## config.mk

```make
export PLATFORM = sky130hd
export DESIGN_NAME = mbc_front
export DESIGN_NICKNAME = d
export VERILOG_FILES = /design/src/rtl/core/mbc_pkg.sv /design/src/rtl/core/mbc_front.sv
export SDC_FILE = /design/constraint.sdc
export NUM_CORES = 2
export LEC_CHECK = 0
export BUFFER_PORTS_ARGS = -buffer_cell sky130_fd_sc_hd__clkbuf_2
export CAP_MARGIN = 10
export CORE_UTILIZATION = 64
export DETAILED_ROUTE_END_ITERATION = 8
export PLACE_DENSITY = 0.95
export SLEW_MARGIN = 5
export SYNTH_ARGS = -nofsm -noshare
export SYNTH_HDL_FRONTEND = slang
export SYNTH_SLANG_ARGS = --single-unit
```

## constraint.sdc

```tcl
create_clock -name clock -period 7.7 [get_ports clock]
set_clock_uncertainty 0.15 [all_clocks]
set_input_delay 0.77 -clock clock [delete_from_list [all_inputs] [get_ports clock]]
set_output_delay 0.77 -clock clock [all_outputs]
set_load 0.01 [all_outputs]
```

## src/rtl/core/mbc_pkg.sv

```systemverilog
`timescale 1ns / 1ps
package mbc_pkg;

   localparam int FIX_W     = 32;
   localparam int CSR_W     = 32;
   localparam int CSR_IDX_W = 3;
   localparam int COORD_W   = 10;
   localparam int STEP_W    = 31;
   localparam int COUNT_W   = 16;
   localparam int CHAN_W    = 8;
   localparam int SEG_W     = 3;
   localparam int PAL_SIZE  = 6;

   localparam logic [CSR_IDX_W-1:0] CSR_ORIGIN_RE      = 3'd0;
   localparam logic [CSR_IDX_W-1:0] CSR_ORIGIN_IM      = 3'd1;
   localparam logic [CSR_IDX_W-1:0] CSR_STEP_RE        = 3'd2;
   localparam logic [CSR_IDX_W-1:0] CSR_STEP_IM        = 3'd3;
   localparam logic [CSR_IDX_W-1:0] CSR_MAX_ITERATIONS = 3'd4;

   localparam logic [SEG_W-1:0] SEG_LAST = 3'd4;

   localparam int QUEUE_DEPTH = 2;
   localparam int QUEUE_PTR_W = $clog2(QUEUE_DEPTH);
   localparam int QUEUE_CNT_W = $clog2(QUEUE_DEPTH + 1);

   typedef logic signed [FIX_W-1:0] fix_type;
   typedef logic [CHAN_W-1:0] chan_type;

   typedef struct packed {
      fix_type cr;
      fix_type ci;
   } point_type;

   typedef struct packed {
      logic [COUNT_W-1:0] count;
      logic               in_set;
   } escape_type;

   // blue, green, yellow, red, black, black
   localparam chan_type PAL_RED   [PAL_SIZE] = '{8'd0, 8'd0, 8'd255, 8'd255, 8'd0, 8'd0};
   localparam chan_type PAL_GREEN [PAL_SIZE] = '{8'd0, 8'd255, 8'd255, 8'd0, 8'd0, 8'd0};
   localparam chan_type PAL_BLUE  [PAL_SIZE] = '{8'd255, 8'd0, 8'd0, 8'd0, 8'd0, 8'd0};

   localparam logic signed [63:0] FIX_MAX = 64'sh0000_0000_7FFF_FFFF;
   localparam logic signed [63:0] FIX_MIN = 64'shFFFF_FFFF_8000_0000;

   function automatic fix_type sat_fix(input logic signed [63:0] v);
      if (v > FIX_MAX) begin
         return {1'b0, {(FIX_W-1){1'b1}}};
      end else if (v < FIX_MIN) begin
         return {1'b1, {(FIX_W-1){1'b0}}};
      end else begin
         return v[FIX_W-1:0];
      end
   endfunction

   // palette steps are full scale: quot = floor(255*r/q); frac_nz rounds a fall up
   function automatic chan_type mix_chan(input chan_type a, input chan_type b,
                                         input chan_type quot, input logic frac_nz);
      if (b == a) begin
         return a;
      end else if (b > a) begin
         return a + quot;
      end else begin
         return a - quot - {{(CHAN_W-1){1'b0}}, frac_nz};
      end
   endfunction

endpackage

```

## src/rtl/core/mbc_front.sv

```systemverilog
`timescale 1ns / 1ps
module mbc_front import mbc_pkg::*; (
   input  logic               clock,
   input  logic               reset,
   input  logic               req_valid,
   output logic               req_stall,
   input  logic [COORD_W-1:0] req_col,
   input  logic [COORD_W-1:0] req_row,
   input  fix_type            origin_re,
   input  fix_type            origin_im,
   input  logic [STEP_W-1:0]  step_re,
   input  logic [STEP_W-1:0]  step_im,
   output logic               push_valid,
   input  logic               push_ready,
   output point_type          push_data
);

   localparam int PROD_W = COORD_W + STEP_W;

   logic              s1_valid_ff, s1_valid_in;
   logic [PROD_W-1:0] re_prod_ff, re_prod_in;
   logic [PROD_W-1:0] im_prod_ff, im_prod_in;
   logic              advance;
   logic signed [63:0] re_sum, im_sum;

   assign advance   = !s1_valid_ff || push_ready;
   assign req_stall = !advance;

   always_comb begin
      s1_valid_in = s1_valid_ff;
      re_prod_in  = re_prod_ff;
      im_prod_in  = im_prod_ff;
      if (advance) begin
         s1_valid_in = req_valid;
         re_prod_in  = PROD_W'(req_col) * PROD_W'(step_re);
         im_prod_in  = PROD_W'(req_row) * PROD_W'(step_im);
      end
   end

   assign re_sum = 64'(origin_re) + 64'(re_prod_ff);
   assign im_sum = 64'(origin_im) - 64'(im_prod_ff);

   assign push_valid   = s1_valid_ff;
   assign push_data.cr = sat_fix(re_sum);
   assign push_data.ci = sat_fix(im_sum);

   always_ff @(posedge clock) begin
      if (reset) begin
         s1_valid_ff <= 1'b0;
      end else begin
         s1_valid_ff <= s1_valid_in;
      end
   end

   always_ff @(posedge clock) begin
      re_prod_ff <= re_prod_in;
      im_prod_ff <= im_prod_in;
   end

endmodule

```

Word-level counts from Yosys, hierarchy flattened
Index checks and enable logic that the tools add are counted.
{"block": "classes", "add_sub_neg": 2, "n_reduce_logical": 3, "muxes": 4, "mul": 2, "magnitude_cmp": 4}
{"cell": "$mux 32", "n": 4}
{"cell": "$gt 43x32->1 const B", "n": 2}
{"cell": "$lt 43x32->1 const B", "n": 2}
{"cell": "$mul 10x31->41", "n": 2}
{"cell": "$add 32x42->43", "n": 1}
{"cell": "$sub 32x42->43", "n": 1}
{"cell": "$logic_not 1->1", "n": 2}
{"cell": "$logic_or 1x1->1", "n": 1}
{"block": "totals", "out_inout_bits": 66, "elab_cells": 18, "regBits": 83, "inputBits": 150}

Depth between registers and ports, before layout
{"block": "depth", "word_depth": 4, "depth_mapped": 24, "mapped_depth_nobuf": 23}

Worst setup path after synthesis
OpenSTA, ideal clock, no wires.
{"block": "synth_timing", "path_type": "in2reg", "start": "input port req_row[1]", "end": "register im_prod_ff[39], data pin", "setup_slack_ps": 1046, "required_time_ps": 7284, "arrival_ps": 6238, "path_stages": 24, "cell_sequence": "clkbuf_1 nand2_1 fa_1 inv_1 fa_1 inv_1 fa_1 inv_1 fa_1 inv_1 fa_1 inv_1 ha_1 o21ai_0 nor2b_1 nand2_1 a41oi_1 nor3_1 a2111oi_0 o21bai_1 a21o_1 a311oi_1 o221ai_1 xor2_1"}
{"block": "synth_via", "elab_chain_len": 1}
{"item": "from (decl)", "line": "mbc_front.sv:8", "rtl": "input logic [COORD_W-1:0] req_row,"}
{"item": "$mul 10x31->41", "line": "mbc_front.sv:36", "rtl": "im_prod_in = PROD_W'(req_row) * PROD_W'(step_im);"}
{"item": "to (signal assigned)", "line": "mbc_front.sv:57", "rtl": "im_prod_ff <= im_prod_in;"}
{"item": "to (decl)", "line": "mbc_front.sv:22", "rtl": "logic [PROD_W-1:0] im_prod_ff, im_prod_in;"}
No other way between the ends.
A chain may end at the register's enable or synchronous reset.

Worst setup path in the final report
{"block": "layout_timing", "start": "input port req_col[3]", "end": "register re_prod_ff[38], data pin"}
{"block": "layout_via", "elab_chain_len": 1}
{"item": "from (decl)", "line": "mbc_front.sv:7", "rtl": "input logic [COORD_W-1:0] req_col,"}
{"item": "$mul 10x31->41", "line": "mbc_front.sv:35", "rtl": "re_prod_in = PROD_W'(req_col) * PROD_W'(step_re);"}
{"item": "to (signal assigned)", "line": "mbc_front.sv:56", "rtl": "re_prod_ff <= re_prod_in;"}
{"item": "to (decl)", "line": "mbc_front.sv:21", "rtl": "logic [PROD_W-1:0] re_prod_ff, re_prod_in;"}
No other way between the ends.

==> impl_metrics.ini <==
[clock_tree]
cts_tree = yes
cts-root-buf = clkbuf_16
cts.sinks = 83
worstSkewPairLatency_ns = 0.35
ctsResizeCount = 0
hold_buffers = 0
h-tree-depth = 3
cts_buffers = 9
post_cts_buffers = 0
cts_buffer_depth = 2
cts.clk_slew.worst_paths_ns = 0.08

[drt]
wl_met1_mm = 27.4
wl_met2_mm = 35.7
wirelength_mm = 75.9
firstDrtPassIters = 6
drt_iter0_markers = 2253
wl_met3_mm = 8.51
vias = 23180
highest_layer = met5
drc = 0
wl_per_cell_um = 20.4
vias_per_cell = 6.22
ant_nets = 0

[synthesis]
synth_nets = 3954
synth.distinct_cells = 80
avgSynthCellArea_sq_um = 8.71
syn-cell-area_sq_um = 27100
yosys_most_used_dff = edfxtp_1
ys_ff_latch = 83
ys_seq_area_share_pct = 9.17
synth-async-reset-ratio_pct = 0
synth.top_cells.by_area = fa_1 (34%), ha_1 (11%), edfxtp_1 (9.1%), and2_1 (7.9%), inv_1 (6.9%)
synth_top_cell_area_share_pct = 34.2
syn_inst = 3106
synth_edf_count = 82
yosysWarnings = 0
synth_top_area_cell = fa_1

[finish]
drive_gt1_share_pct = 9.08
finalNetCount = 4036
stdcell_area_sq_um = 28600
n_fill_cell = 2899
area_delta_synth_final_pct = 5.72
stdcell_count = 3727
utilization_pct = 69.3

[placement]
placed_area_sq_um = 28300
hpwl_mm = 61.2
dp.cells = 3709
pre_cts_slack_ns = 0.322
place.gp.congestion = 1.05
port-buffer-count = 215

[pwr]
p_leak_nw = 14.8
ir_drop_mv = 0.388
power.density_nw_per_um2 = 481

[setup_path]
r2r_setup_slack_ns = 5.90
ff2ff_path_depth = 2
reg2reg_from = push_valid
slowest_delay_ns = 0.58
worstPathMaxFanout = 31
cp.required_ns = 7.65
setup.worst_path.start = req_col[3]
worstPathCellList = clkbuf_2 -> nand2_1 -> fa_1 -> inv_1 -> fa_1 -> ha_1 -> fa_1 -> inv_1 -> fa_1 -> inv_1 -> ha_1 -> nand3_1 -> o2111ai_1 -> o31ai_1 -> o31ai_1 -> a31o_2 -> a311oi_1 -> o21ai_0 -> nor3_1 -> o21bai_1 -> a21oi_1 -> xnor2_1
critPathSlowestCell = o31ai_1
critPathTopFamily = adder cells
critPathKind = input port to flop
critPathMostFrequentCell = fa_1
path_depth = 22
end_kind = flop
worst_r2r_endpoint = im_prod_ff[28]
start_kind = input port
path_buf_inv = 4
critical_path_arrival_ns = 7.13

[timing]
relSlewSlack_pct = 26.8
worst_slack_ns = 0.517
fmax_mhz = 139
fin_crit_sh_pct = 93.3
hold_viol = 0
setup_viol = 0
rsz0062_at_grt = no
worstMarginPinSlew_ns = 1.10
timing.final.max_slew_violations = 0
min_period_ns = 7.18
tns_ns = 0

[grt]
grt_use_total_pct = 36.1
antenna_found_initial = 4
gr-total-overflow = 0
grt_max_degree = 84
grt_pass1_wl_mm = 124
grt_pass1_vias = 24597

[floorplanning]
ios = 216
dieArea_sq_um = 43100
rows = 74
initial_utilization_pct = 65.5
core_area_sq_um = 41300
dieWidth_um = 208
die_h_um = 208

[run]
drv_cap = 0

[worst_hold_path]
hold_end = push_valid
hold-path-cell-count = 2
min_path_type = input port to flop
hold_start = reset

[outcome]
status = finished clean
logic make-up (layout without fill, tap and decap cells):
group                    after synthesis  after routing  synth area share, %
AO/OA/AOI/OAI                        541            541                 13.2
XOR/XNOR                             149            149                 4.82
adder cells (fa/ha/maj)              698            698                 45.1
buffers and inverters                659            746                 9.34
flip-flops                            83             83                 9.17
multiplexers                           1              1               0.0370
other                                  0              2                    0
AND/OR/NAND/NOR                      975            975                 18.4
worst max-delay path by stage:
| stage | to | slack (ns) |
|---|---|---|
| 2_1_floorplan | im_prod_ff[39] | 1.05 |
| 3_3_place_gp | re_prod_ff[38] | 0.53 |
| 3_5_place_dp | re_prod_ff[38] | 0.32 |
| 4_1_cts | re_prod_ff[38] | 0.68 |
| 5_1_grt | re_prod_ff[38] | 0.22 |
| 6_report | re_prod_ff[38] | 0.52 |
per-stage QoR:
| stage | hold slack [ns] | power [W] |
|---|---|---|
| global placement | 0.778 | 0.0124 |
| finish | 0.410 | 0.0138 |
| floorplan | 0.692 | 0.0100 |
| detailed placement | 0.785 | 0.0129 |
| CTS | 0.400 | 0.0135 |
| global route | 0.410 | 0.0150 |
sequential cells by signal, indices dropped and copies added, names as in the netlist:
| register | cells |
|---|---|
| im_prod_ff | 41 |
| push_valid | 1 |
| re_prod_ff | 41 |
final cells by class:
class / instances / area (sq um) / share of cell area [%]
Antenna cell: 2 / 5.00 / 0.0175
Clock buffer: 9 / 225 / 0.787
Clock inverter: 7 / 83.8 / 0.293
Inverter: 500 / 1880 / 6.56
Multi-Input combinational cell: 2364 / 22100 / 77.2
Sequential cell: 83 / 2480 / 8.68
Tap cell: 532 / 666 / 2.33
Timing Repair Buffer: 230 / 1190 / 4.16
power by group:
group          switching [W]  leakage, nW  total [W]  internal [W]
Combinational        0.00710         13.8     0.0120       0.00494
Clock               0.000212        0.154   0.000471      0.000259
Sequential         0.0000929        0.864    0.00127       0.00118
cell usage in the layout (no fill, tap or decap), types with 16 or more instances in the layout:
cell type | Yosys | routed
a21o_1 | 111 | 111
a21oi_1 | 154 | 154
a31oi_1 | 17 | 17
and2_1 | 341 | 341
clkbuf_2 | 0 | 215
edfxtp_1 | 82 | 82
fa_1 | 462 | 462
ha_1 | 236 | 236
inv_1 | 500 | 500
nand2_1 | 379 | 379
nand2b_1 | 28 | 27
nand3_1 | 25 | 25
nand4_1 | 26 | 26
nor2_1 | 73 | 73
nor2b_1 | 16 | 16
nor3_1 | 29 | 29
o21a_1 | 21 | 21
o21ai_0 | 85 | 85
o21ai_1 | 30 | 30
o21bai_1 | 19 | 19
xnor2_1 | 96 | 96
xor2_1 | 53 | 53
layer usage:
metal | GRT usage [%] | up-vias
met5 | 0 | -
li1 | - | 10077
met2 | 59.6 | 1593
met3 | 8.11 | 376
met4 | 18.0 | 2
met1 | 44.7 | 11132
cell usage after synthesis, types with 5 or more instances:
library cell  count
edfxtp_1         82
xnor2_1          96
a21o_1          111
clkbuf_1        136
or2_2             7
nor3_1           29
buf_2             7
ha_1            236
a31oi_1          17
nand4_1          26
and3_1           15
o31ai_1           5
o21ai_0          85
inv_1           500
nand2b_1         28
nor3b_1           5
a21oi_1         154
a41oi_1          10
a21boi_0          7
nor2b_1          16
buf_1             9
or3_1             5
nand3_1          25
nor2_1           73
a31o_2            9
fa_1            462
o211ai_1          8
and4_1            6
buf_6             5
o21a_1           21
and2_1          341
nand2_1         379
o21bai_1         19
xor2_1           53
a211oi_1         10
o21ai_1          30
nor4_1            5
Note: power is estimated with default switching activity, not from simulation.
