### config.mk
export PLATFORM = sky130hd
export DESIGN_NAME = mbc_color
export DESIGN_NICKNAME = d
export VERILOG_FILES = /design/src/rtl/core/mbc_pkg.sv /design/src/rtl/core/mbc_color.sv
export SDC_FILE = /design/constraint.sdc
export NUM_CORES = 1
export LEC_CHECK = 0
export BUFFER_PORTS_ARGS = -buffer_cell sky130_fd_sc_hd__buf_2
export CORE_UTILIZATION = 53
export DETAILED_ROUTE_END_ITERATION = 10
export PLACE_DENSITY = 0.81
export RECOVER_POWER = 50
export REMOVE_ABC_BUFFERS = 1
export SYNTH_ARGS = -nofsm -noshare
export SYNTH_HDL_FRONTEND = slang
export SYNTH_SLANG_ARGS = --single-unit
export TNS_END_PERCENT = 1
### constraint.sdc
create_clock -name clock -period 9 [get_ports clock]
set_clock_uncertainty 0.1 [all_clocks]
set_input_delay 1.8 -clock clock [delete_from_list [all_inputs] [get_ports clock]]
set_output_delay 1.8 -clock clock [all_outputs]
set_load 0.05 [all_outputs]
### src/rtl/core/mbc_pkg.sv
`timescale 1ns / 1ps
package mbc_pkg;

   localparam int FIX_W     = 32;
   localparam int CSR_W     = 32;
   localparam int CSR_IDX_W = 3;
   localparam int COORD_W   = 10;
   localparam int STEP_W    = 31;
   localparam int COUNT_W   = 16;
   localparam int CHAN_W    = 8;
   localparam int SEG_W     = 3;
   localparam int PAL_SIZE  = 6;

   localparam logic [CSR_IDX_W-1:0] CSR_ORIGIN_RE      = 3'd0;
   localparam logic [CSR_IDX_W-1:0] CSR_ORIGIN_IM      = 3'd1;
   localparam logic [CSR_IDX_W-1:0] CSR_STEP_RE        = 3'd2;
   localparam logic [CSR_IDX_W-1:0] CSR_STEP_IM        = 3'd3;
   localparam logic [CSR_IDX_W-1:0] CSR_MAX_ITERATIONS = 3'd4;

   localparam logic [SEG_W-1:0] SEG_LAST = 3'd4;

   localparam int QUEUE_DEPTH = 2;
   localparam int QUEUE_PTR_W = $clog2(QUEUE_DEPTH);
   localparam int QUEUE_CNT_W = $clog2(QUEUE_DEPTH + 1);

   typedef logic signed [FIX_W-1:0] fix_type;
   typedef logic [CHAN_W-1:0] chan_type;

   typedef struct packed {
      fix_type cr;
      fix_type ci;
   } point_type;

   typedef struct packed {
      logic [COUNT_W-1:0] count;
      logic               in_set;
   } escape_type;

   // blue, green, yellow, red, black, black
   localparam chan_type PAL_RED   [PAL_SIZE] = '{8'd0, 8'd0, 8'd255, 8'd255, 8'd0, 8'd0};
   localparam chan_type PAL_GREEN [PAL_SIZE] = '{8'd0, 8'd255, 8'd255, 8'd0, 8'd0, 8'd0};
   localparam chan_type PAL_BLUE  [PAL_SIZE] = '{8'd255, 8'd0, 8'd0, 8'd0, 8'd0, 8'd0};

   localparam logic signed [63:0] FIX_MAX = 64'sh0000_0000_7FFF_FFFF;
   localparam logic signed [63:0] FIX_MIN = 64'shFFFF_FFFF_8000_0000;

   function automatic fix_type sat_fix(input logic signed [63:0] v);
      if (v > FIX_MAX) begin
         return {1'b0, {(FIX_W-1){1'b1}}};
      end else if (v < FIX_MIN) begin
         return {1'b1, {(FIX_W-1){1'b0}}};
      end else begin
         return v[FIX_W-1:0];
      end
   endfunction

   // palette steps are full scale: quot = floor(255*r/q); frac_nz rounds a fall up
   function automatic chan_type mix_chan(input chan_type a, input chan_type b,
                                         input chan_type quot, input logic frac_nz);
      if (b == a) begin
         return a;
      end else if (b > a) begin
         return a + quot;
      end else begin
         return a - quot - {{(CHAN_W-1){1'b0}}, frac_nz};
      end
   endfunction

endpackage

### src/rtl/core/mbc_color.sv
`timescale 1ns / 1ps
module mbc_color import mbc_pkg::*; (
   input  logic               clock,
   input  logic               reset,
   input  logic               esc_valid,
   output logic               esc_ready,
   input  escape_type         esc_data,
   input  logic [COUNT_W-1:0] limit,
   output logic               rsp_valid,
   input  logic               rsp_stall,
   output logic [CHAN_W-1:0]  rsp_red,
   output logic [CHAN_W-1:0]  rsp_green,
   output logic [CHAN_W-1:0]  rsp_blue,
   output logic [COUNT_W-1:0] rsp_iteration_count,
   output logic               rsp_inside_set
);

   localparam int SPAN_W = COUNT_W - 2;
   localparam int NUM_W  = SPAN_W + CHAN_W;
   localparam int WIDE_W = COUNT_W + CHAN_W;
   localparam int BIT_W  = $clog2(CHAN_W);

   localparam logic [1:0] C_IDLE = 2'd0;
   localparam logic [1:0] C_SEG  = 2'd1;
   localparam logic [1:0] C_DIV  = 2'd2;
   localparam logic [1:0] C_FIN  = 2'd3;

   logic [1:0]         state_ff, state_in;
   logic [COUNT_W-1:0] count_ff, count_in;
   logic               inside_ff, inside_in;
   logic [COUNT_W-1:0] rem_ff, rem_in;
   logic [SPAN_W-1:0]  span_ff, span_in;
   logic [SEG_W-1:0]   seg_ff, seg_in;
   logic [NUM_W-1:0]   num_ff, num_in;
   chan_type           quot_ff, quot_in;
   logic [BIT_W-1:0]   bit_ff, bit_in;

   logic               rsp_valid_ff, rsp_valid_in;
   chan_type           red_ff, red_in, green_ff, green_in, blue_ff, blue_in;
   logic [COUNT_W-1:0] rsp_count_ff, rsp_count_in;
   logic               rsp_inside_ff, rsp_inside_in;

   logic [SPAN_W-1:0]  span_raw, span_new;
   logic [NUM_W-1:0]   trial;
   logic [WIDE_W-1:0]  rem_wide, rem_scaled;
   logic [SEG_W-1:0]   seg_nx;
   logic               slot_free;
   logic               frac_nz;

   assign span_raw   = limit[COUNT_W-1:2];
   assign span_new   = (span_raw == '0) ? SPAN_W'(1) : span_raw;
   assign trial      = NUM_W'(span_ff) << bit_ff;
   assign rem_wide   = {{CHAN_W{1'b0}}, rem_ff};
   assign rem_scaled = (rem_wide << CHAN_W) - rem_wide;
   assign seg_nx     = seg_ff + 1'b1;
   assign slot_free  = !rsp_valid_ff || !rsp_stall;
   assign frac_nz    = (num_ff != '0);

   always_comb begin
      state_in      = state_ff;
      count_in      = count_ff;
      inside_in     = inside_ff;
      rem_in        = rem_ff;
      span_in       = span_ff;
      seg_in        = seg_ff;
      num_in        = num_ff;
      quot_in       = quot_ff;
      bit_in        = bit_ff;
      rsp_valid_in  = rsp_valid_ff && rsp_stall;
      red_in        = red_ff;
      green_in      = green_ff;
      blue_in       = blue_ff;
      rsp_count_in  = rsp_count_ff;
      rsp_inside_in = rsp_inside_ff;
      case (state_ff)
         C_IDLE: begin
            if (esc_valid) begin
               count_in  = esc_data.count;
               inside_in = esc_data.in_set;
               rem_in    = esc_data.count;
               span_in   = span_new;
               seg_in    = '0;
               state_in  = C_SEG;
            end
         end
         C_SEG: begin
            if (seg_ff != SEG_LAST && rem_ff >= COUNT_W'(span_ff)) begin
               rem_in = rem_ff - COUNT_W'(span_ff);
               seg_in = seg_nx;
            end else begin
               num_in   = (seg_ff == SEG_LAST) ? '0 : rem_scaled[NUM_W-1:0];
               quot_in  = '0;
               bit_in   = BIT_W'(CHAN_W - 1);
               state_in = C_DIV;
            end
         end
         C_DIV: begin
            if (num_ff >= trial) begin
               num_in  = num_ff - trial;
               quot_in = quot_ff | (CHAN_W'(1) << bit_ff);
            end
            if (bit_ff == '0) begin
               state_in = C_FIN;
            end else begin
               bit_in = bit_ff - 1'b1;
            end
         end
         C_FIN: begin
            if (slot_free) begin
               rsp_valid_in  = 1'b1;
               red_in        = mix_chan(PAL_RED[seg_ff], PAL_RED[seg_nx], quot_ff, frac_nz);
               green_in      = mix_chan(PAL_GREEN[seg_ff], PAL_GREEN[seg_nx], quot_ff,
                                        frac_nz);
               blue_in       = mix_chan(PAL_BLUE[seg_ff], PAL_BLUE[seg_nx], quot_ff, frac_nz);
               rsp_count_in  = count_ff;
               rsp_inside_in = inside_ff;
               state_in      = C_IDLE;
            end
         end
         default: begin
            state_in = C_IDLE;
         end
      endcase
   end

   assign esc_ready           = (state_ff == C_IDLE);
   assign rsp_valid           = rsp_valid_ff;
   assign rsp_red             = red_ff;
   assign rsp_green           = green_ff;
   assign rsp_blue            = blue_ff;
   assign rsp_iteration_count = rsp_count_ff;
   assign rsp_inside_set      = rsp_inside_ff;

   always_ff @(posedge clock) begin
      if (reset) begin
         state_ff     <= C_IDLE;
         rsp_valid_ff <= 1'b0;
      end else begin
         state_ff     <= state_in;
         rsp_valid_ff <= rsp_valid_in;
      end
   end

   always_ff @(posedge clock) begin
      count_ff      <= count_in;
      inside_ff     <= inside_in;
      rem_ff        <= rem_in;
      span_ff       <= span_in;
      seg_ff        <= seg_in;
      num_ff        <= num_in;
      quot_ff       <= quot_in;
      bit_ff        <= bit_in;
      red_ff        <= red_in;
      green_ff      <= green_in;
      blue_ff       <= blue_in;
      rsp_count_ff  <= rsp_count_in;
      rsp_inside_ff <= rsp_inside_in;
   end

endmodule

Word level (Yosys, flattened, before mapping)

Memories as Yosys holds them, arrays and structs flattened.
Index checks and enable logic that the tools add are counted.
Widths: inputs -> output; s select.

Register bits after elaboration: 127
Logic and storage cells: 120
ROM bits: 384
Memories: 6
Output and inout port bits: 43
Input port bits: 37

Memory list:

| name             | words | bits a word | rd ports | clocked after memory_dff | wr ports | line             | source |
|---|---|---|---|---|---|---|---|
| (name not given) | 8     | 8           | 1        | 0                        | 0        | mbc_color.sv:114 | `blue_in = mix_chan(PAL_BLUE[seg_ff], PAL_BLUE[seg_nx], quot_ff, frac_nz);` |
| (name not given) | 8     | 8           | 1        | 0                        | 0        | mbc_color.sv:114 |  |
| (name not given) | 8     | 8           | 1        | 0                        | 0        | mbc_color.sv:112 | `green_in = mix_chan(PAL_GREEN[seg_ff], PAL_GREEN[seg_nx], quot_ff,` |
| (name not given) | 8     | 8           | 1        | 0                        | 0        | mbc_color.sv:112 |  |
| (name not given) | 8     | 8           | 1        | 0                        | 0        | mbc_color.sv:111 | `red_in = mix_chan(PAL_RED[seg_ff], PAL_RED[seg_nx], quot_ff, frac_nz);` |
| (name not given) | 8     | 8           | 1        | 0                        | 0        | mbc_color.sv:111 |  |

Equal/unequal tests: 15
Magnitude comparators: 7
Bitwise gates (word level): 3
Shifts and indexed selects: 2
Reductions and logical operators: 17
$add $sub $neg: 14
Mux-type cells: 41

Operators with widths:

| kind               | number |
|---|---|
| $mux 8             | 20 |
| $mux 22            | 3 |
| $pmux 22 s2        | 1 |
| $mux 16            | 2 |
| $pmux 16 s2        | 1 |
| $add 8x8->8        | 3 |
| $eq 8x8->1         | 3 |
| $gt 8x8->1         | 3 |
| $sub 8x1->8        | 3 |
| $sub 8x8->8        | 3 |
| $ge 22x22->1       | 1 |
| $reduce_bool 22->1 | 1 |
| $shl 14x3->22      | 1 |
| $sub 22x16->22     | 1 |
| $sub 22x22->22     | 1 |
| $ge 16x14->1       | 1 |
| $pmux 8 s2         | 1 |
| $sub 16x14->16     | 1 |
| $logic_not 14->1   | 1 |
| $ne 2x2->1 const B | 7 |
| $mux 3             | 4 |
| $pmux 3 s2         | 2 |
| $reduce_and 3->1   | 3 |
| $ge 4x4->1 const B | 2 |
| 20 further kinds   | 30 |

Longest topological paths before layout

Word-level depth: 8
Depth in mapped cells: 16
Gate-level depth less buffers: 15

Least setup slack after synthesis

Ideal clock, no wire load.

Kind: input port to flip-flop
Start point: in rsp_stall
End point: reg blue_ff[0], in the netlist rsp_blue[0], enable pin
Data arrival time: 4,798 ps
Required time: 8,398 ps
Stages on the path: 1
Slack: 3,601 ps
Setup time: 502 ps
Path buffers: 0
Cell sequence: a21boi_0

Cells in the longest elaborated chain, start to end: 3

Ends and longest elaborated chain:

| what                       | line             | source |
|---|---|---|
| start: declaration         | mbc_color.sv:10  | `input logic rsp_stall,` |
| $logic_not 1->1            | mbc_color.sv:56  | `assign slot_free = !rsp_valid_ff \|\| !rsp_stall;` |
| $logic_or 1x1->1           | mbc_color.sv:56  |  |
| $reduce_and 2->1 (no line) | -                |  |
| end signal: assignment     | mbc_color.sv:155 | `blue_ff <= blue_in;` |
| end: declaration           | mbc_color.sv:39  | `chan_type red_ff, red_in, green_ff, green_in, blue_ff, blue_in;` |

No other way between the ends.
A chain may end at the register's enable or synchronous reset.

Worst setup path after layout

Start point: reg bit_ff[0]
End point: reg quot_ff[1], enable pin

Cells in the longest elaborated chain, start to end: 4

Ends and longest elaborated chain:

| what                       | line             | source |
|---|---|---|
| start: declaration         | mbc_color.sv:36  | `logic [BIT_W-1:0] bit_ff, bit_in;` |
| start signal: assignment   | mbc_color.sv:152 | `bit_ff <= bit_in;` |
| $shl 14x3->22              | mbc_color.sv:52  | `assign trial = NUM_W'(span_ff) << bit_ff;` |
| $ge 22x22->1               | mbc_color.sv:98  | `if (num_ff >= trial) begin` |
| $ne 2x2->1 (no line)       | -                |  |
| $reduce_and 3->1 (no line) | -                |  |
| end signal: assignment     | mbc_color.sv:151 | `quot_ff <= quot_in;` |
| end: declaration           | mbc_color.sv:35  | `chan_type quot_ff, quot_in;` |

No other way between the ends.

==> results.yml <==
status:
  run_status: "complete, but fails checks"
  violations: "capacitance limit, slew limit"
place:
  place_congestion: 0.9154
  io_buffers: 77
  hpwlAfterDp_um: 17540
  place_area_mm2: 0.01039
floorplan:
  core_area_mm2: 0.01802
  fp.dieH_um: 138.0
  fp-row-count: 49
  ios: 80
  dieArea_mm2: 0.01905
  die_w_um: 138.0
  initial_utilization: 0.5441
global_route:
  grt_pass1_wl_um: 37890
  antenna_found_initial: 0
  grt_max_degree: 42
  grt-ovfl-total: 0
  grt_usage: 0.2540
  grt_pass1_vias: 7555
drt:
  ant_nets: 0
  routedWlPerCell_um: 18.43
  first_pass_iters: 5
  via_count: 7926
  routed_wl_um: 24180
  drtIter0Drc: 734
  drc: 0
  via_per_inst: 6.041
synthesis:
  synth_area_mm2: 0.009807
  synth_seq_cells: 127
  synthTopCellsByCount: "124 x edfxtp_1, 110 x ha_1, 105 x nor2_1"
  yosysTopAreaCellShare: 0.3797
  yosysTopAreaCell: "edfxtp_1"
  synth_edf_count: 124
  synth.avg_cell_area_um2: 9.710
  ys_warn_count: 0
  ys_seq_area_frac: 0.3858
  ys_types: 66
  synth_area_leaders: "edfxtp_1 38%, ha_1 14%, xnor2_1 4.8%"
  synthCells: 1010
  synthMostInstantiatedCell: "edfxtp_1"
  ys.flop_type: "edfxtp_1"
  async_flop_share: 0
clock_tree:
  cts_buffer_depth: 2
  post-cts-setup-buffers: 0
  ctsResizeCount: 0
  ctsHoldBuffers: 0
  cts_tree: "built"
  path_clk_slew_ns: 0.06
  htreeDepth: 4
  clock-sinks: 127
  clockRootBuffer: "clkbuf_16"
  cts_made_buffers: 17
  clock_latency_ns: 0.44
finish:
  diodes: 0
  layout-drive-gt1-share: 0.1025
  fillers: 1499
  finish.instance_area_mm2: 0.01096
  area.growth.synth_to_final_pct: 11.73
  postLayoutCoreUtil: 0.6079
  fin_nets: 1228
setup_path:
  r2r-end: "quot_ff[1]"
  critPathLaunchType: "flop"
  path_buf_inv: 3
  crit_required_ns: 9.01
  crit_fanout: 27
  critPathTopFamily: "compound AO/OA/AOI/OAI gates"
  rr_worst_depth: 14
  crit_arrival_ns: 4.92
  crit_path_end_kind: "flop"
  reg2reg_from: "bit_ff[0]"
  slowest_stage: "edfxtp_1"
  cp_cell_sequence: "inv_1 -> nand2_1 -> nor3_1 -> ha_1 -> inv_1 -> fa_1 -> a21o_1 -> a21o_1 -> a2111oi_4 -> o31a_4 -> o21ai_0 -> o211ai_1 -> a31oi_2 -> buf_4"
  slowest_delay_ns: 1.00
  r2r_slack_ns: 4.09
  crit_type: "flop to flop"
flow_run:
  cap_violations: 2
sta:
  worst_pin_slew_ns: 2.467
  final-setup-viol-count: 0
  fin_setup_tns_ns: 0
  rsz0062_at_grt: "no"
  final.period_utilization: 0.5456
  max-slew-margin-rel: -0.6448
  hold_violations: 0
  drv_slew: 74
  fmax_ghz: 0.2037
  period_needed_ns: 4.910
min_path:
  hold_path_class: "flop to flop"
  hp-start: "count_ff[6]"
  worstHoldPathCells: 0
  min_to: "rsp_iteration_count[6]"
==> final cells by class <==
type | instances | area [um2] | area share
clock buffer | 17 | 425.4 | 0.03883
clock inverter | 15 | 192.7 | 0.01759
inverter | 77 | 289.0 | 0.02638
multi-input combinational | 763 | 5590 | 0.5102
sequential | 127 | 3784 | 0.3453
tap | 229 | 286.5 | 0.02615
timing repair buffer | 84 | 389.1 | 0.03551
==> placed cells by master, fill, tap and decap left out, types with 14 or more instances in the layout <==
master       n
a211oi_1    17
clkbuf_16   17
ha_1       110
xnor2_1     54
nand3_1     17
buf_2       53
nand2_1     72
o21ai_0     41
clkbuf_1    29
inv_1       75
a21oi_1     82
mux2i_1     20
xor2_1      21
o21a_1      14
a21o_1      19
nor3_1      19
edfxtp_1   124
nor2_1     105
==> sequential cells by signal (all words and copies together) (netlist names), 14 cells and up <==
| name | flops |
|---|---|
| span_ff | 14 |
| rsp_iteration_count | 16 |
| num_ff | 22 |
| rem_ff | 16 |
| count_ff | 16 |
==> metal layers <==
layer	track usage	part of all wire	up-vias
met1	0.3176	0.40	3672
li1	-	-	3791
met5	0	0	-
met3	0.04087	0.073	75
met2	0.4318	0.48	388
met4	0.1157	0.040	0
==> cells by family (layout without fill, tap and decap cells) <==
group           count (synthesis)  after routing  share of synthesized area
simple gates                  283            283                     0.1324
compound gates                257            257                     0.1749
flops                         127            127                     0.3858
fa+ha+maj                     121            121                     0.1628
buf+inv                       120            193                    0.04631
xor+xnor                       75             75                    0.06698
mux                            27             27                    0.03075
==> worst max-delay path by stage <==
stage                       end  slack (ns)  cells after the start       from
finish               quot_ff[1]        4.09                     14  bit_ff[0]
detailed placement   quot_ff[1]        4.14                     14  bit_ff[0]
CTS                  quot_ff[1]        4.12                     14  bit_ff[0]
floorplan           rsp_blue[0]        3.60                      1  rsp_stall
global route         quot_ff[1]        3.77                     14  bit_ff[0]
global placement     quot_ff[0]        4.28                     14  bit_ff[0]
==> stage by stage <==
stage / hold WS [ns] / worst slack [ns] / std cells
3_3_place_gp: 0.3022 / 4.275 / 1280
6_report: 0.3199 / 4.090 / 1312
4_1_cts: 0.3224 / 4.120 / 1312
3_5_place_dp: 0.3054 / 4.141 / 1280
2_1_floorplan: 0.3003 / 3.601 / 967
5_1_grt: 0.3261 / 3.772 / 1312
Power is left out: the tool's default activity adds up to more than one toggle a clock period on the data nets, which glitch-free logic cannot reach.
