File: src/rtl/core/mbc_pkg.sv
`timescale 1ns / 1ps
package mbc_pkg;

   localparam int FIX_W     = 32;
   localparam int CSR_W     = 32;
   localparam int CSR_IDX_W = 3;
   localparam int COORD_W   = 10;
   localparam int STEP_W    = 31;
   localparam int COUNT_W   = 16;
   localparam int CHAN_W    = 8;
   localparam int SEG_W     = 3;
   localparam int PAL_SIZE  = 6;

   localparam logic [CSR_IDX_W-1:0] CSR_ORIGIN_RE      = 3'd0;
   localparam logic [CSR_IDX_W-1:0] CSR_ORIGIN_IM      = 3'd1;
   localparam logic [CSR_IDX_W-1:0] CSR_STEP_RE        = 3'd2;
   localparam logic [CSR_IDX_W-1:0] CSR_STEP_IM        = 3'd3;
   localparam logic [CSR_IDX_W-1:0] CSR_MAX_ITERATIONS = 3'd4;

   localparam logic [SEG_W-1:0] SEG_LAST = 3'd4;

   localparam int QUEUE_DEPTH = 2;
   localparam int QUEUE_PTR_W = $clog2(QUEUE_DEPTH);
   localparam int QUEUE_CNT_W = $clog2(QUEUE_DEPTH + 1);

   typedef logic signed [FIX_W-1:0] fix_type;
   typedef logic [CHAN_W-1:0] chan_type;

   typedef struct packed {
      fix_type cr;
      fix_type ci;
   } point_type;

   typedef struct packed {
      logic [COUNT_W-1:0] count;
      logic               in_set;
   } escape_type;

   // blue, green, yellow, red, black, black
   localparam chan_type PAL_RED   [PAL_SIZE] = '{8'd0, 8'd0, 8'd255, 8'd255, 8'd0, 8'd0};
   localparam chan_type PAL_GREEN [PAL_SIZE] = '{8'd0, 8'd255, 8'd255, 8'd0, 8'd0, 8'd0};
   localparam chan_type PAL_BLUE  [PAL_SIZE] = '{8'd255, 8'd0, 8'd0, 8'd0, 8'd0, 8'd0};

   localparam logic signed [63:0] FIX_MAX = 64'sh0000_0000_7FFF_FFFF;
   localparam logic signed [63:0] FIX_MIN = 64'shFFFF_FFFF_8000_0000;

   function automatic fix_type sat_fix(input logic signed [63:0] v);
      if (v > FIX_MAX) begin
         return {1'b0, {(FIX_W-1){1'b1}}};
      end else if (v < FIX_MIN) begin
         return {1'b1, {(FIX_W-1){1'b0}}};
      end else begin
         return v[FIX_W-1:0];
      end
   endfunction

   // palette steps are full scale: quot = floor(255*r/q); frac_nz rounds a fall up
   function automatic chan_type mix_chan(input chan_type a, input chan_type b,
                                         input chan_type quot, input logic frac_nz);
      if (b == a) begin
         return a;
      end else if (b > a) begin
         return a + quot;
      end else begin
         return a - quot - {{(CHAN_W-1){1'b0}}, frac_nz};
      end
   endfunction

endpackage

File: src/rtl/core/mbc_queue.sv
`timescale 1ns / 1ps
module mbc_queue import mbc_pkg::*; (
   input  logic      clock,
   input  logic      reset,
   input  logic      push_valid,
   output logic      push_ready,
   input  point_type push_data,
   output logic      pop_valid,
   input  logic      pop_ready,
   output point_type pop_data
);

   point_type               slot_ff [QUEUE_DEPTH];
   logic [QUEUE_PTR_W-1:0] wr_ptr_ff, wr_ptr_in;
   logic [QUEUE_PTR_W-1:0] rd_ptr_ff, rd_ptr_in;
   logic [QUEUE_CNT_W-1:0] fill_ff, fill_in;
   logic                   do_push, do_pop;

   function automatic logic [QUEUE_PTR_W-1:0] bump(input logic [QUEUE_PTR_W-1:0] p);
      if (p == QUEUE_PTR_W'(QUEUE_DEPTH - 1)) begin
         return '0;
      end else begin
         return p + 1'b1;
      end
   endfunction

   assign push_ready = (fill_ff != QUEUE_CNT_W'(QUEUE_DEPTH));
   assign pop_valid  = (fill_ff != '0);
   assign pop_data   = slot_ff[rd_ptr_ff];
   assign do_push    = push_valid && push_ready;
   assign do_pop     = pop_valid && pop_ready;

   always_comb begin
      wr_ptr_in = do_push ? bump(wr_ptr_ff) : wr_ptr_ff;
      rd_ptr_in = do_pop ? bump(rd_ptr_ff) : rd_ptr_ff;
      case ({do_push, do_pop})
         2'b10: begin
            fill_in = fill_ff + 1'b1;
         end
         2'b01: begin
            fill_in = fill_ff - 1'b1;
         end
         default: begin
            fill_in = fill_ff;
         end
      endcase
   end

   always_ff @(posedge clock) begin
      if (reset) begin
         wr_ptr_ff <= '0;
         rd_ptr_ff <= '0;
         fill_ff   <= '0;
      end else begin
         wr_ptr_ff <= wr_ptr_in;
         rd_ptr_ff <= rd_ptr_in;
         fill_ff   <= fill_in;
      end
   end

   always_ff @(posedge clock) begin
      if (do_push) begin
         slot_ff[wr_ptr_ff] <= push_data;
      end
   end

endmodule

File: config.mk
export PLATFORM = sky130hd
export DESIGN_NAME = mbc_queue
export DESIGN_NICKNAME = d
export VERILOG_FILES = /design/src/rtl/core/mbc_pkg.sv /design/src/rtl/core/mbc_queue.sv
export SDC_FILE = /design/constraint.sdc
export NUM_CORES = 1
export LEC_CHECK = 0
export BUFFER_PORTS_ARGS = -buffer_cell sky130_fd_sc_hd__clkbuf_2
export CORE_ASPECT_RATIO = 0.7
export CORE_MARGIN = 10
export CORE_UTILIZATION = 45
export CTS_BUF_LIST = sky130_fd_sc_hd__clkbuf_2
export DETAILED_ROUTE_END_ITERATION = 7
export PLACE_DENSITY = 0.7
export SYNTH_ARGS = -nofsm -noshare
export SYNTH_HDL_FRONTEND = slang
export SYNTH_SLANG_ARGS = --single-unit
export TNS_END_PERCENT = 30
File: constraint.sdc
create_clock -name clock -period 6.8 [get_ports clock]
set_input_delay 1.36 -clock clock [delete_from_list [all_inputs] [get_ports clock]]
set_output_delay 1.36 -clock clock [all_outputs]
set_load 0.01 [all_outputs]
# Word-level counts from Yosys, hierarchy flattened
# Memories as Yosys holds them, arrays and structs flattened. A register that Yosys moved wholly into a read port is not among the register bits.
# Cells that the tools add are included.
dict set report op_classes {
  addsub 4
  mux 7
  reduce_logical 4
  n_eq_ne 3
}
# operator n
set ops {}
lappend ops {{1-bit 2-to-1 mux} 6}
lappend ops {{2-bit case mux with 2 select lines} 1}
lappend ops {{2-bit nonzero test} 2}
lappend ops {{1-bit adder (second input constant)} 2}
lappend ops {{2-bit by 1-bit adder with 2-bit output (second input constant)} 1}
lappend ops {{2-bit by 1-bit equality test with 1-bit output (second input constant)} 1}
lappend ops {{2-bit equality test (second input constant)} 1}
lappend ops {{1-bit logical AND} 2}
lappend ops {{2-bit != test (second input constant)} 1}
lappend ops {{2-bit by 1-bit subtractor with 2-bit output (second input constant)} 1}
dict set report totals {
  elab_cells 22
  input_bits 68
  n_memories 1
  ram_bits 128
  out_inout_bits 66
  reg_bits 4
}
# name depth width read_ports rd_ports_with_merged_regs wr line
set memory_table {}
lappend memory_table {slot_ff 2 64 1 1 1 mbc_queue.sv:13} ;# point_type slot_ff [QUEUE_DEPTH];

# Logic depth before layout (Yosys ltp)
# Gate-level depths: netlist (run 1).
dict set report logic_depth {
  depth_word 4
  depth_mapped 6
  ltp_nobuf 6
}

# Least setup slack after synthesis (run 1)
# Ideal clock, no wire load.
dict set report synth_timing {
  path_kind {input to register}
  start {input push_valid}
  end {memory slot_ff[1][0] (netlist name) (enable)}
  cell_stages 1
  arrival_time_ps 2915
  t_required_ps 6371
  path_slack_ps 3456
  n_path_buf 0
  setup_ps 429
  cell_sequence {and3_1}
}
dict set report synth_via {
  elab_chain_len 3
}
# item line
set synth_rtl {}
lappend synth_rtl {{start: declaration} mbc_queue.sv:5} ;# input logic push_valid,
lappend synth_rtl {{1-bit logical AND} mbc_queue.sv:30} ;# assign do_push = push_valid && push_ready;
lappend synth_rtl {{1-bit 2-to-1 mux} mbc_queue.sv:62} ;# if (do_push) begin
lappend synth_rtl {{1-bit 2-to-1 mux (not written as such)} mbc_queue.sv:63} ;# slot_ff[wr_ptr_ff] <= push_data;
lappend synth_rtl {{end: declaration} mbc_queue.sv:13}
# Every way passes these cells.

==> summary.txt, run 1 <==
Outcome
  • Status: complete, no violations

CTS
  • H-tree lvl count: 4
  • Postcts setup bufs: 0
  • Sink Count: 133
  • Worst-Skew Late Latency: 0.66 ns
  • CTS Hold Bufs: 0
  • Clock transition at path regs: 0.18 ns
  • Max Buffers Root-to-Sink: 2
  • CTS tree: done
  • Cts bufs inserted: 17
  • Post-cts resize count: 0
  • Root buffer cell: clkbuf_2

Synth
  • Top-count cell post-synth: edfxtp_1
  • Xor/xnor cell area share of the yosys netlist: 0.00545
  • Mapped Nets: 292
  • Compound-cell area share of the yosys netlist: 0.00675
  • Post-synthesis mux area share: 0.149
  • Main synth FF type: edfxtp_1
  • Post-synthesis register bit count: 133
  • Register area share after synthesis: 0.818
  • Library cells used by synthesis: 19
  • Mapped Cells: 223
  • Async S/R FF share, synth: 0
  • Adder-cell area share of the yosys netlist: 0.00259
  • Simple-Gate Fraction of Synth Area: 0.00986
  • Synth area leader: edfxtp_1
  • Yosys warns: 0
  • Ranking of synthesized cells by area: edfxtp_1 (80%), mux2_2 (15%), dfxtp_1 (2.1%)
  • Mapped Area: 4820 sq um
  • Syn Area/Cell: 21.6 sq um
  • Commonest cells in the netlist: edfxtp_1 (128), mux2_2 (64), buf_2 (7)
  • Main combinational cell family by area after synthesis: multiplexers
  • Synth top area share: 0.797
  • Number of synthesized flops with an enable pin: 128

Setup path
  • CP Capture Type: primary output
  • Crit Path Class: reg2out
  • CP cell instances: buf_4 -> mux2_2 -> clkbuf_2
  • Path depth of the worst reg2reg path: 3
  • WP buf/inv: 2
  • Delay-heaviest family, CP: flip-flops
  • Largest stage delay, worst path: 0.79 ns
  • Slowest stage cell, crit path: dfxtp_2
  • Data arrival, critical path: 2.57 ns
  • Startpoint Class: register
  • Critical Path RT: 5.44 ns
  • CP Max Fanout: 37
  • Worst r2r src: fill_ff[0]$_SDFFE_PP0P_
  • FF-to-FF End: slot_ff[1][25]$_DFFE_PP_
  • Reg2reg setup slack: 4.82 ns

Global route
  • Initial antenna violation count: 0
  • Vias in the first global route: 2779
  • First-pass GRT wire length: 14500 um
  • GR Overflow Total: 0
  • All-layer global routing usage: 0.125
  • Largest net degree at the start of global routing: 65

Routing
  • Top sig layer: met4
  • Vias per cell: 4.89
  • DR WL met3: 1060 um
  • Post-detailed-routing wire length: 9620 um
  • ANT nets after route: 0
  • Via count: 2524
  • Drt drc: 0
  • Per-cell routed wire length: 18.6 um
  • DRT met1 WL: 4150 um
  • DRT iter0 DRCs: 67
  • Initial DRT Pass Iterations: 6
  • Met2 Routed Length: 4290 um

Placement
  • Port bufs: 133
  • Dpl hpwl: 6360 um
  • Gpl congestion: 0.717

Timing
  • Setup TNS: 0 ns
  • Time the worst path needs with I/O delays and setup: 3.93 ns
  • Clock Skew: 0.0269 ns
  • Count of final setup violators: 0
  • Hold Vio Cnt, Final: 0
  • RSZ-0062 raised after global routing: no
  • Max Slew Vio Count: 0
  • Least-Margin Pin Slew: 0.893 ns
  • Max Freq: 254 MHz
  • Period utilisation layout: 0.578
  • Slew Limit Headroom: 0.405

Floorplanning
  • Die width: 144 um
  • Std cell rows: 31
  • DIE AREA: 15300 sq um
  • Initial cell density of the core: 0.464
  • Chip Height: 107 um
  • Core area: 10400 sq um
  • I/O Pins: 134

Hold path
  • Beginning of the worst hold path: fill_ff[1]$_SDFFE_PP0P_
  • Worst Hold Path EP: fill_ff[1]$_SDFFE_PP0P_
  • Hold crit path type: reg2reg
  • Hold Crit Depth: 2

Run
  • Maxcap violations: 0

Finish
  • Ant. Diodes: 0
  • Synth-to-layout area growth: 24.2%
  • Final nets: 440
  • Fill count: 845
  • Share of cells above drive strength 1: 0.609

Power and ir drop
  • Sw frac: 0.276
  • Power Dens Cells: 382 nW/um^2
  • Peak VDD IR: 200 uV
  • Pleak: 2.29 nW
  • Switch Pwr: 0.631 mW
  • Clock network power share: 0.277
  • Power consumption: 2.29 mW
  • P_int: 1.65 mW
  • Comb pwr share: 0.247
  • Flop pwr share: 0.476
==> layout make-up <==
cell class,count,area (sq um),area share
clock buffer,18,90.1,0.0150
clock inverter,14,255,0.0426
inverter,1,3.75,0.000627
multi-input combinational,82,841,0.140
sequential,133,3950,0.659
tap,132,165,0.0276
timing repair buffer,136,688,0.115
==> routing by layer <==
| metal | vias to the layer above | GRT usage |
|---|---|---|
| li1 | 1183 | - |
| met3 | 14 | 0.0688 |
| met1 | 1223 | 0.142 |
| met4 | 0 | 0.0610 |
| met5 | - | 0 |
| met2 | 104 | 0.188 |
==> through the flow <==
stage	util	hold slack, ns	std cells	instance area, sq um	setup slack [ns]
4_1_cts	0.576	0.537	516	5990	2.75
5_1_grt	0.576	0.577	516	5990	2.69
6_report	0.576	0.535	516	5990	2.87
2_1_floorplan	-	0.474	223	4820	3.46
3_5_place_dp	0.543	0.515	484	5640	3.54
3_3_place_gp	0.543	0.497	484	5640	3.56
==> cells by family after synthesis <==
logic type | after synthesis
and+or+nand+nor | 9
xor gates and xnor gates | 3
muxes | 64
buffers and inverters | 8
adders and majority gates | 1
DFF | 133
AOI/OAI and AO/OA | 5
==> sequential cells by signal, indices dropped and copies added, names as in the netlist, named ones only <==
register,count
slot_ff,128
fill_ff,2
rd_ptr_ff,1
wr_ptr_ff,1
==> placed cells by master (no fill, tap or decap), drive strengths merged <==
cell / count
nand2: 1
inv: 2
a21oi: 2
a21bo: 1
edfxtp: 128
or2: 1
or3: 1
bufinv: 7
xnor2: 2
o21a: 1
ha: 1
buf: 3
clkbuf: 151
xor2: 1
and3: 1
nand2b: 1
mux2: 64
o21ai: 1
clkinvlp: 1
dfxtp: 5
clkinv: 5
nand3b: 1
nor2: 3
==> power groups by stage <==
stage               sequential (mW)  combinational, mW  clock (mW)
floorplan                      1.08              0.376           0
detailed placement             1.11              0.579           0
CTS                            1.09              0.582       0.649
finish                         1.09              0.564       0.633
global placement               1.10              0.569           0
global route                   1.10              0.617       0.685
==> worst max path at each step <==
stage | startpoint | to | cells after the start
2_1_floorplan | push_valid | slot_ff[1][0]$_DFFE_PP_ | 1
3_3_place_gp | register | pop_data[6] | 3
3_5_place_dp | register | pop_data[6] | 3
4_1_cts | register | pop_data[6] | 3
5_1_grt | register | pop_data[6] | 3
6_report | register | pop_data[6] | 3
==> tightest hold or removal path, cell delays in order, from the launching register on <==
cell	delay (ns)
dfxtp_1	0.38
o21ai_0	0.08
a21oi_1	0.06
Note: power is estimated with default switching activity, not from simulation.
==> run 2, diff against run 1 <==
==> constraint.sdc (replaced) <==
create_clock -name clock -period 3.85 [get_ports clock]
set_input_delay 0.77 -clock clock [delete_from_list [all_inputs] [get_ports clock]]
set_output_delay 0.77 -clock clock [all_outputs]
set_load 0.01 [all_outputs]
==> run 2 against run 1 <==
Count of clock-buffer cells in the layout is 2 higher. Worst setup slack worse by 2.2 ns. Via count is 1.4% lower. Critical path type unchanged.
==> summary.txt, run 2 (synthesis results as in run 1) <==
Finish
  • Multi-input logic area: 841 sq um (unchanged)
  • Commonest non-fill, non-tap cell in the layout: clkbuf_2 (unchanged)
  • Register area: 3950 sq um (unchanged)
  • Design area: 5910 sq um (was 5990 sq um)
  • Biggest regs: slot_ff x128, fill_ff x2 (unchanged)
  • Most frequent cells in the layout: clkbuf_2 (153), edfxtp_1 (128), mux2_2 (64) (was clkbuf_2 (151), edfxtp_1 (128), mux2_2 (64))
  • Largest Register: slot_ff (unchanged)
  • Fill count: 813 (was 845)
  • Ant. Diodes: 0 (unchanged)
  • Share of cells above drive strength 1: 0.614 (was 0.609)
  • Synth-to-layout area growth: 22.6% (was 24.2%)
  • Max reg flops: 128 (unchanged)
  • Final nets: 442 (was 440)

Global route
  • First-pass GRT wire length: 14400 um (was 14500 um)
  • All-layer global routing usage: 0.126 (was 0.125)
  • Initial antenna violation count: 0 (unchanged)
  • Largest net degree at the start of global routing: 38 (was 65)
  • GR Overflow Total: 0 (unchanged)
  • Vias in the first global route: 2780 (was 2779)

Floorplanning
  • I/O Pins: 134 (unchanged)
  • Die width: 144 um (unchanged)
  • Std cell rows: 31 (unchanged)
  • Chip Height: 107 um (unchanged)
  • DIE AREA: 15300 sq um (unchanged)
  • Initial cell density of the core: 0.464 (unchanged)
  • Core area: 10400 sq um (unchanged)

Routing
  • Drt drc: 0 (unchanged)
  • Per-cell routed wire length: 18.7 um (was 18.6 um)
  • DRT iter0 DRCs: 156 (was 67)
  • Post-detailed-routing wire length: 9670 um (was 9620 um)
  • Initial DRT Pass Iterations: 4 (was 6)
  • Vias per cell: 4.80 (was 4.89)
  • ANT nets after route: 0 (unchanged)
  • Via count: 2488 (was 2524)

CTS
  • Post-cts resize count: 0 (unchanged)
  • CTS Hold Bufs: 0 (unchanged)
  • Postcts setup bufs: 0 (unchanged)
  • Clock transition at path regs: 0.20 ns (was 0.18 ns)
  • Worst-Skew Late Latency: 0.63 ns (was 0.66 ns)
  • Root buffer cell: clkbuf_2 (unchanged)
  • H-tree lvl count: 4 (unchanged)
  • CTS tree: done (unchanged)
  • Cts bufs inserted: 17 (unchanged)
  • Max Buffers Root-to-Sink: 2 (unchanged)
  • Sink Count: 133 (unchanged)

Timing
  • Hold Vio Cnt, Final: 0 (unchanged)
  • Period utilisation layout: 0.822
  • Final hold slack: 0.289 ns (was 0.535 ns)
  • Least-Margin Pin Slew: 0.850 ns (was 0.893 ns)
  • Setup TNS: 0 ns (unchanged)
  • Max Freq: 316 MHz
  • Final WS setup: 0.686 ns (was 2.87 ns)
  • Clock Skew: 0.0224 ns (was 0.0269 ns)
  • RSZ-0062 raised after global routing: no (unchanged)
  • Max Slew Vio Count: 0 (unchanged)
  • Slew Limit Headroom: 0.432 (was 0.405)
  • Count of final setup violators: 0 (unchanged)
  • Time the worst path needs with I/O delays and setup: 3.16 ns

Run
  • Maxcap violations: 0 (unchanged)

Setup path
  • Data arrival, critical path: 2.39 ns (was 2.57 ns)
  • Startpoint Class: register (unchanged)
  • Crit Path Class: reg2out (unchanged)
  • FF-to-FF End: slot_ff[0][5]$_DFFE_PP_ (was slot_ff[1][25]$_DFFE_PP_)
  • CP Capture Type: primary output (unchanged)
  • CP cell instances: buf_4 -> mux2_2 -> clkbuf_2 (unchanged)
  • CP Capture Point: pop_data[22] (was pop_data[6])
  • Largest stage delay, worst path: 0.78 ns (was 0.79 ns)
  • Critical Path RT: 3.08 ns (was 5.44 ns)
  • CP Max Fanout: 26 (was 37)
  • Worst r2r src: fill_ff[0]$_SDFFE_PP0P_ (unchanged)
  • Reg2reg setup slack: 1.72 ns (was 4.82 ns)
  • Slowest stage cell, crit path: dfxtp_2 (unchanged)
  • Path depth of the worst reg2reg path: 4 (was 3)

Placement
  • Dpl hpwl: 6780 um (was 6360 um)
  • Cell Area, Placed: 5670 sq um (was 5640 sq um)
  • Dpl ws: 1.31 ns (was 3.54 ns)
  • Gpl congestion: 0.724 (was 0.717)
  • Port bufs: 133 (unchanged)

Power and ir drop
  • Peak VDD IR: 355 uV (was 200 uV)
  • Switch Pwr: 1.10 mW (was 0.631 mW)
  • Power consumption: 3.77 mW (was 2.29 mW)
  • Pleak: 2.25 nW (was 2.29 nW)
  • Clock network power share: 0.222 (was 0.277)
  • Flop pwr share: 0.509 (was 0.476)
  • Power Dens Cells: 638 nW/um^2 (was 382 nW/um^2)
  • Comb pwr share: 0.269 (was 0.247)
  • Sw frac: 0.292 (was 0.276)
  • P_int: 2.67 mW (was 1.65 mW)

Hold path
  • Hold crit path type: in2reg (was reg2reg)
  • Hold Crit Depth: 1 (was 2)

Outcome
  • Status: complete, no violations (unchanged)
run 2: through the flow:
stage,instances,utilization
6_report,518,0.569
3_5_place_dp,486,0.545
3_3_place_gp,486,0.545
2_1_floorplan,223,-
5_1_grt,518,0.569
4_1_cts,518,0.569
run 2: final cells by class:
class,count,share of cell area
sequential,133,0.667
inverter,1,0.000635
clock buffer,20,0.0169
clock inverter,12,0.0237
timing repair buffer,138,0.121
multi-input combinational,82,0.142
tap,132,0.0279
run 2: worst min-delay path by stage:
stage | from | endpoint
4_1_cts | push_data[46] | slot_ff[0][46]$_DFFE_PP_
2_1_floorplan | fill_ff[1]$_SDFFE_PP0P_ | fill_ff[1]$_SDFFE_PP0P_
3_3_place_gp | fill_ff[1]$_SDFFE_PP0P_ | fill_ff[1]$_SDFFE_PP0P_
5_1_grt | push_data[60] | slot_ff[1][60]$_DFFE_PP_
3_5_place_dp | fill_ff[1]$_SDFFE_PP0P_ | fill_ff[1]$_SDFFE_PP0P_
6_report | push_data[46] | slot_ff[0][46]$_DFFE_PP_
run 2: per-layer routing:
layer	vias up	GRT usage	routed length (um)
met5	-	0	0
met4	0	0.0371	79
met3	10	0.0825	1060
met2	104	0.195	4480
met1	1190	0.140	4040
li1	1184	-	-
run 2: critical path: cells and delay by family (launching register included):
kind | cells | cell delay, ns
DFF | 1 | 0.78
buffers and inverters | 2 | 0.58
muxes | 1 | 0.40
run 2: power by group through the flow:
stage          combinational [mW]  sequential (mW)  clock (mW)
2_1_floorplan               0.664             1.90           0
5_1_grt                      1.11             1.94       0.939
4_1_cts                      1.04             1.93       0.869
6_report                     1.01             1.92       0.839
3_3_place_gp                 1.03             1.95           0
3_5_place_dp                 1.04             1.96           0
==> run 3, diff against run 2 <==
==> constraint.sdc (replaced) <==
create_clock -name clock -period 2.95 [get_ports clock]
set_input_delay 0.59 -clock clock [delete_from_list [all_inputs] [get_ports clock]]
set_output_delay 0.59 -clock clock [all_outputs]
set_load 0.01 [all_outputs]
==> run 3 against run 2 <==
Non-clock buffer count fell by 1. Die area stayed put. Flip-flop and latch count stayed put. Via count rose by 2.1%. Combinational power is 37% higher. Core utilization decreased by 0.52 points. Register-to-register slack worse by 0.40 ns. Power rose by 25%. Hold slack got worse by 0.15 ns. First-iteration DRC count shrank 31%. Sequential power grew 28%. Critical path type unchanged. Highest routed layer unchanged.
==> summary.txt, run 3 (synthesis results as in run 1) <==
Setup path
  • Delay-heaviest family, CP: buffers and inverters (was flip-flops)
  • Slowest stage cell, crit path: mux2_2 (was dfxtp_2)
  • CP Max Fanout: 33 (was 26)
  • Critical Path RT: 2.36 ns (was 3.08 ns)
  • Reg2reg setup slack: 1.32 ns (was 1.72 ns)
  • Crit Path Class: reg2out (unchanged)
  • Data arrival, critical path: 1.90 ns (was 2.39 ns)
  • CP Capture Type: primary output (unchanged)
  • CP cell instances: buf_4 -> mux2_2 -> clkbuf_2 (unchanged)
  • Largest stage delay, worst path: 0.41 ns (was 0.78 ns)
  • WP buf/inv: 2 (unchanged)
  • Startpoint Class: register (unchanged)

Timing
  • Clock Skew: 0.0215 ns (was 0.0224 ns)
  • Setup TNS: 0 ns (unchanged)
  • Max Freq: 402 MHz
  • Count of final setup violators: 0 (unchanged)
  • Time the worst path needs with I/O delays and setup: 2.49 ns
  • Least-Margin Pin Slew: 0.442 ns (was 0.850 ns)
  • Hold Vio Cnt, Final: 0 (unchanged)
  • Period utilisation layout: 0.843
  • Final WS setup: 0.462 ns (was 0.686 ns)
  • Max Slew Vio Count: 0 (unchanged)
  • Slew Limit Headroom: 0.705 (was 0.432)
  • RSZ-0062 raised after global routing: no (unchanged)

CTS
  • Sink Count: 133 (unchanged)
  • Root buffer cell: clkbuf_2 (unchanged)
  • Max Buffers Root-to-Sink: 2 (unchanged)
  • CTS tree: done (unchanged)
  • Post-cts resize count: 0 (unchanged)
  • Postcts setup bufs: 0 (unchanged)
  • Worst-Skew Late Latency: 0.63 ns (about the same)
  • H-tree lvl count: 4 (unchanged)
  • Clock transition at path regs: 0.19 ns (was 0.20 ns)
  • Cts bufs inserted: 17 (unchanged)
  • CTS Hold Bufs: 0 (unchanged)

Routing
  • Via count: 2540 (was 2488)
  • Per-cell routed wire length: 18.3 um (was 18.7 um)
  • Drt drc: 0 (unchanged)
  • Vias per cell: 4.91 (was 4.80)
  • ANT nets after route: 0 (unchanged)
  • Post-detailed-routing wire length: 9450 um (was 9670 um)
  • Initial DRT Pass Iterations: 4 (unchanged)
  • DRT iter0 DRCs: 108 (was 156)

Finish
  • Most frequent cells in the layout: clkbuf_2 (156), edfxtp_1 (128), mux2_2 (64) (was clkbuf_2 (153), edfxtp_1 (128), mux2_2 (64))
  • Commonest non-fill, non-tap cell in the layout: clkbuf_2 (unchanged)
  • Largest Register: slot_ff (unchanged)
  • Share of cells above drive strength 1: 0.610 (was 0.614)
  • Max reg flops: 128 (unchanged)
  • Final nets: 441 (was 442)
  • Ant. Diodes: 0 (unchanged)
  • Biggest regs: slot_ff x128, fill_ff x2 (unchanged)
  • Synth-to-layout area growth: 21.5% (was 22.6%)

Global route
  • First-pass GRT wire length: 14700 um (was 14400 um)
  • Initial antenna violation count: 0 (unchanged)
  • All-layer global routing usage: 0.127 (was 0.126)
  • GR Overflow Total: 0 (unchanged)
  • Largest net degree at the start of global routing: 65 (was 38)
  • Vias in the first global route: 2881 (was 2780)

Run
  • Maxcap violations: 0 (unchanged)

Outcome
  • Status: complete, no violations (unchanged)

Placement
  • Dpl ws: 1.10 ns (was 1.31 ns)
  • Gpl congestion: 0.717 (was 0.724)
  • Dpl hpwl: 6470 um (was 6780 um)
  • Port bufs: 133 (unchanged)

Floorplanning
  • I/O Pins: 134 (unchanged)
  • Chip Height: 107 um (unchanged)
  • DIE AREA: 15300 sq um (unchanged)
  • Std cell rows: 31 (unchanged)
  • Core area: 10400 sq um (unchanged)
  • Initial cell density of the core: 0.464 (unchanged)
  • Die width: 144 um (unchanged)

Power and ir drop
  • Peak VDD IR: 409 uV (was 355 uV)
  • Power Dens Cells: 805 nW/um^2 (was 638 nW/um^2)
  • Pleak: 2.24 nW (was 2.25 nW)

Hold path
  • Hold crit path type: in2reg (unchanged)
## run 3: changes by cell type in the layout (fill, tap and decap cells not counted), sizes merged
cell      previous run  this run
clkinv               6         8
clkbuf             153       156
clkinvlp             3         0
bufinv               3         1
buf                  5         4
## run 3: through the flow
stage	power (mW)	hold slack [ns]	area [sq um]	util	instances
after global routing	5.00	0.0572	5860	0.563	517
final	4.72	0.142	5860	0.563	517
after floorplan	3.35	0.474	4820	-	223
after CTS	4.81	0.0616	5860	0.563	517
after detailed placement	3.91	0.522	5680	0.546	485
after global placement	3.88	0.496	5680	0.546	485
## run 3: worst paths after layout
check	startpoint	end	cells after the start
worst min-delay path	push_data[10]	slot_ff[1][10]$_DFFE_PP_	1
worst max register to register	fill_ff[0]$_SDFFE_PP0P_	fill_ff[1]$_SDFFE_PP0P_	5
worst max-delay path	register	pop_data[22]	3
worst min register to register	fill_ff[1]$_SDFFE_PP0P_	fill_ff[1]$_SDFFE_PP0P_	2
## run 3: power breakdown
group	switching (mW)	internal, mW
Sequential	0.0713	2.38
Combinational	0.741	0.638
Clock	0.579	0.309
## run 3: cell type report
type                    count  area, sq um
repair buffers            137          721
clock inverters             9         66.3
well taps                 132          165
clock buffers              23          115
flip-flops and latches    133         3950
multi-input cells          82          841
fillers                   840         4540
inverters                   1         3.75
## run 3: layer usage
layer  global-route usage  vias to the layer above  share of wire
met4               0.0501                        0          0.011
met3               0.0653                       14           0.11
li1                     -                     1179              -
met5                    0                        -              0
met1                0.148                     1242           0.42
met2                0.196                      105           0.45
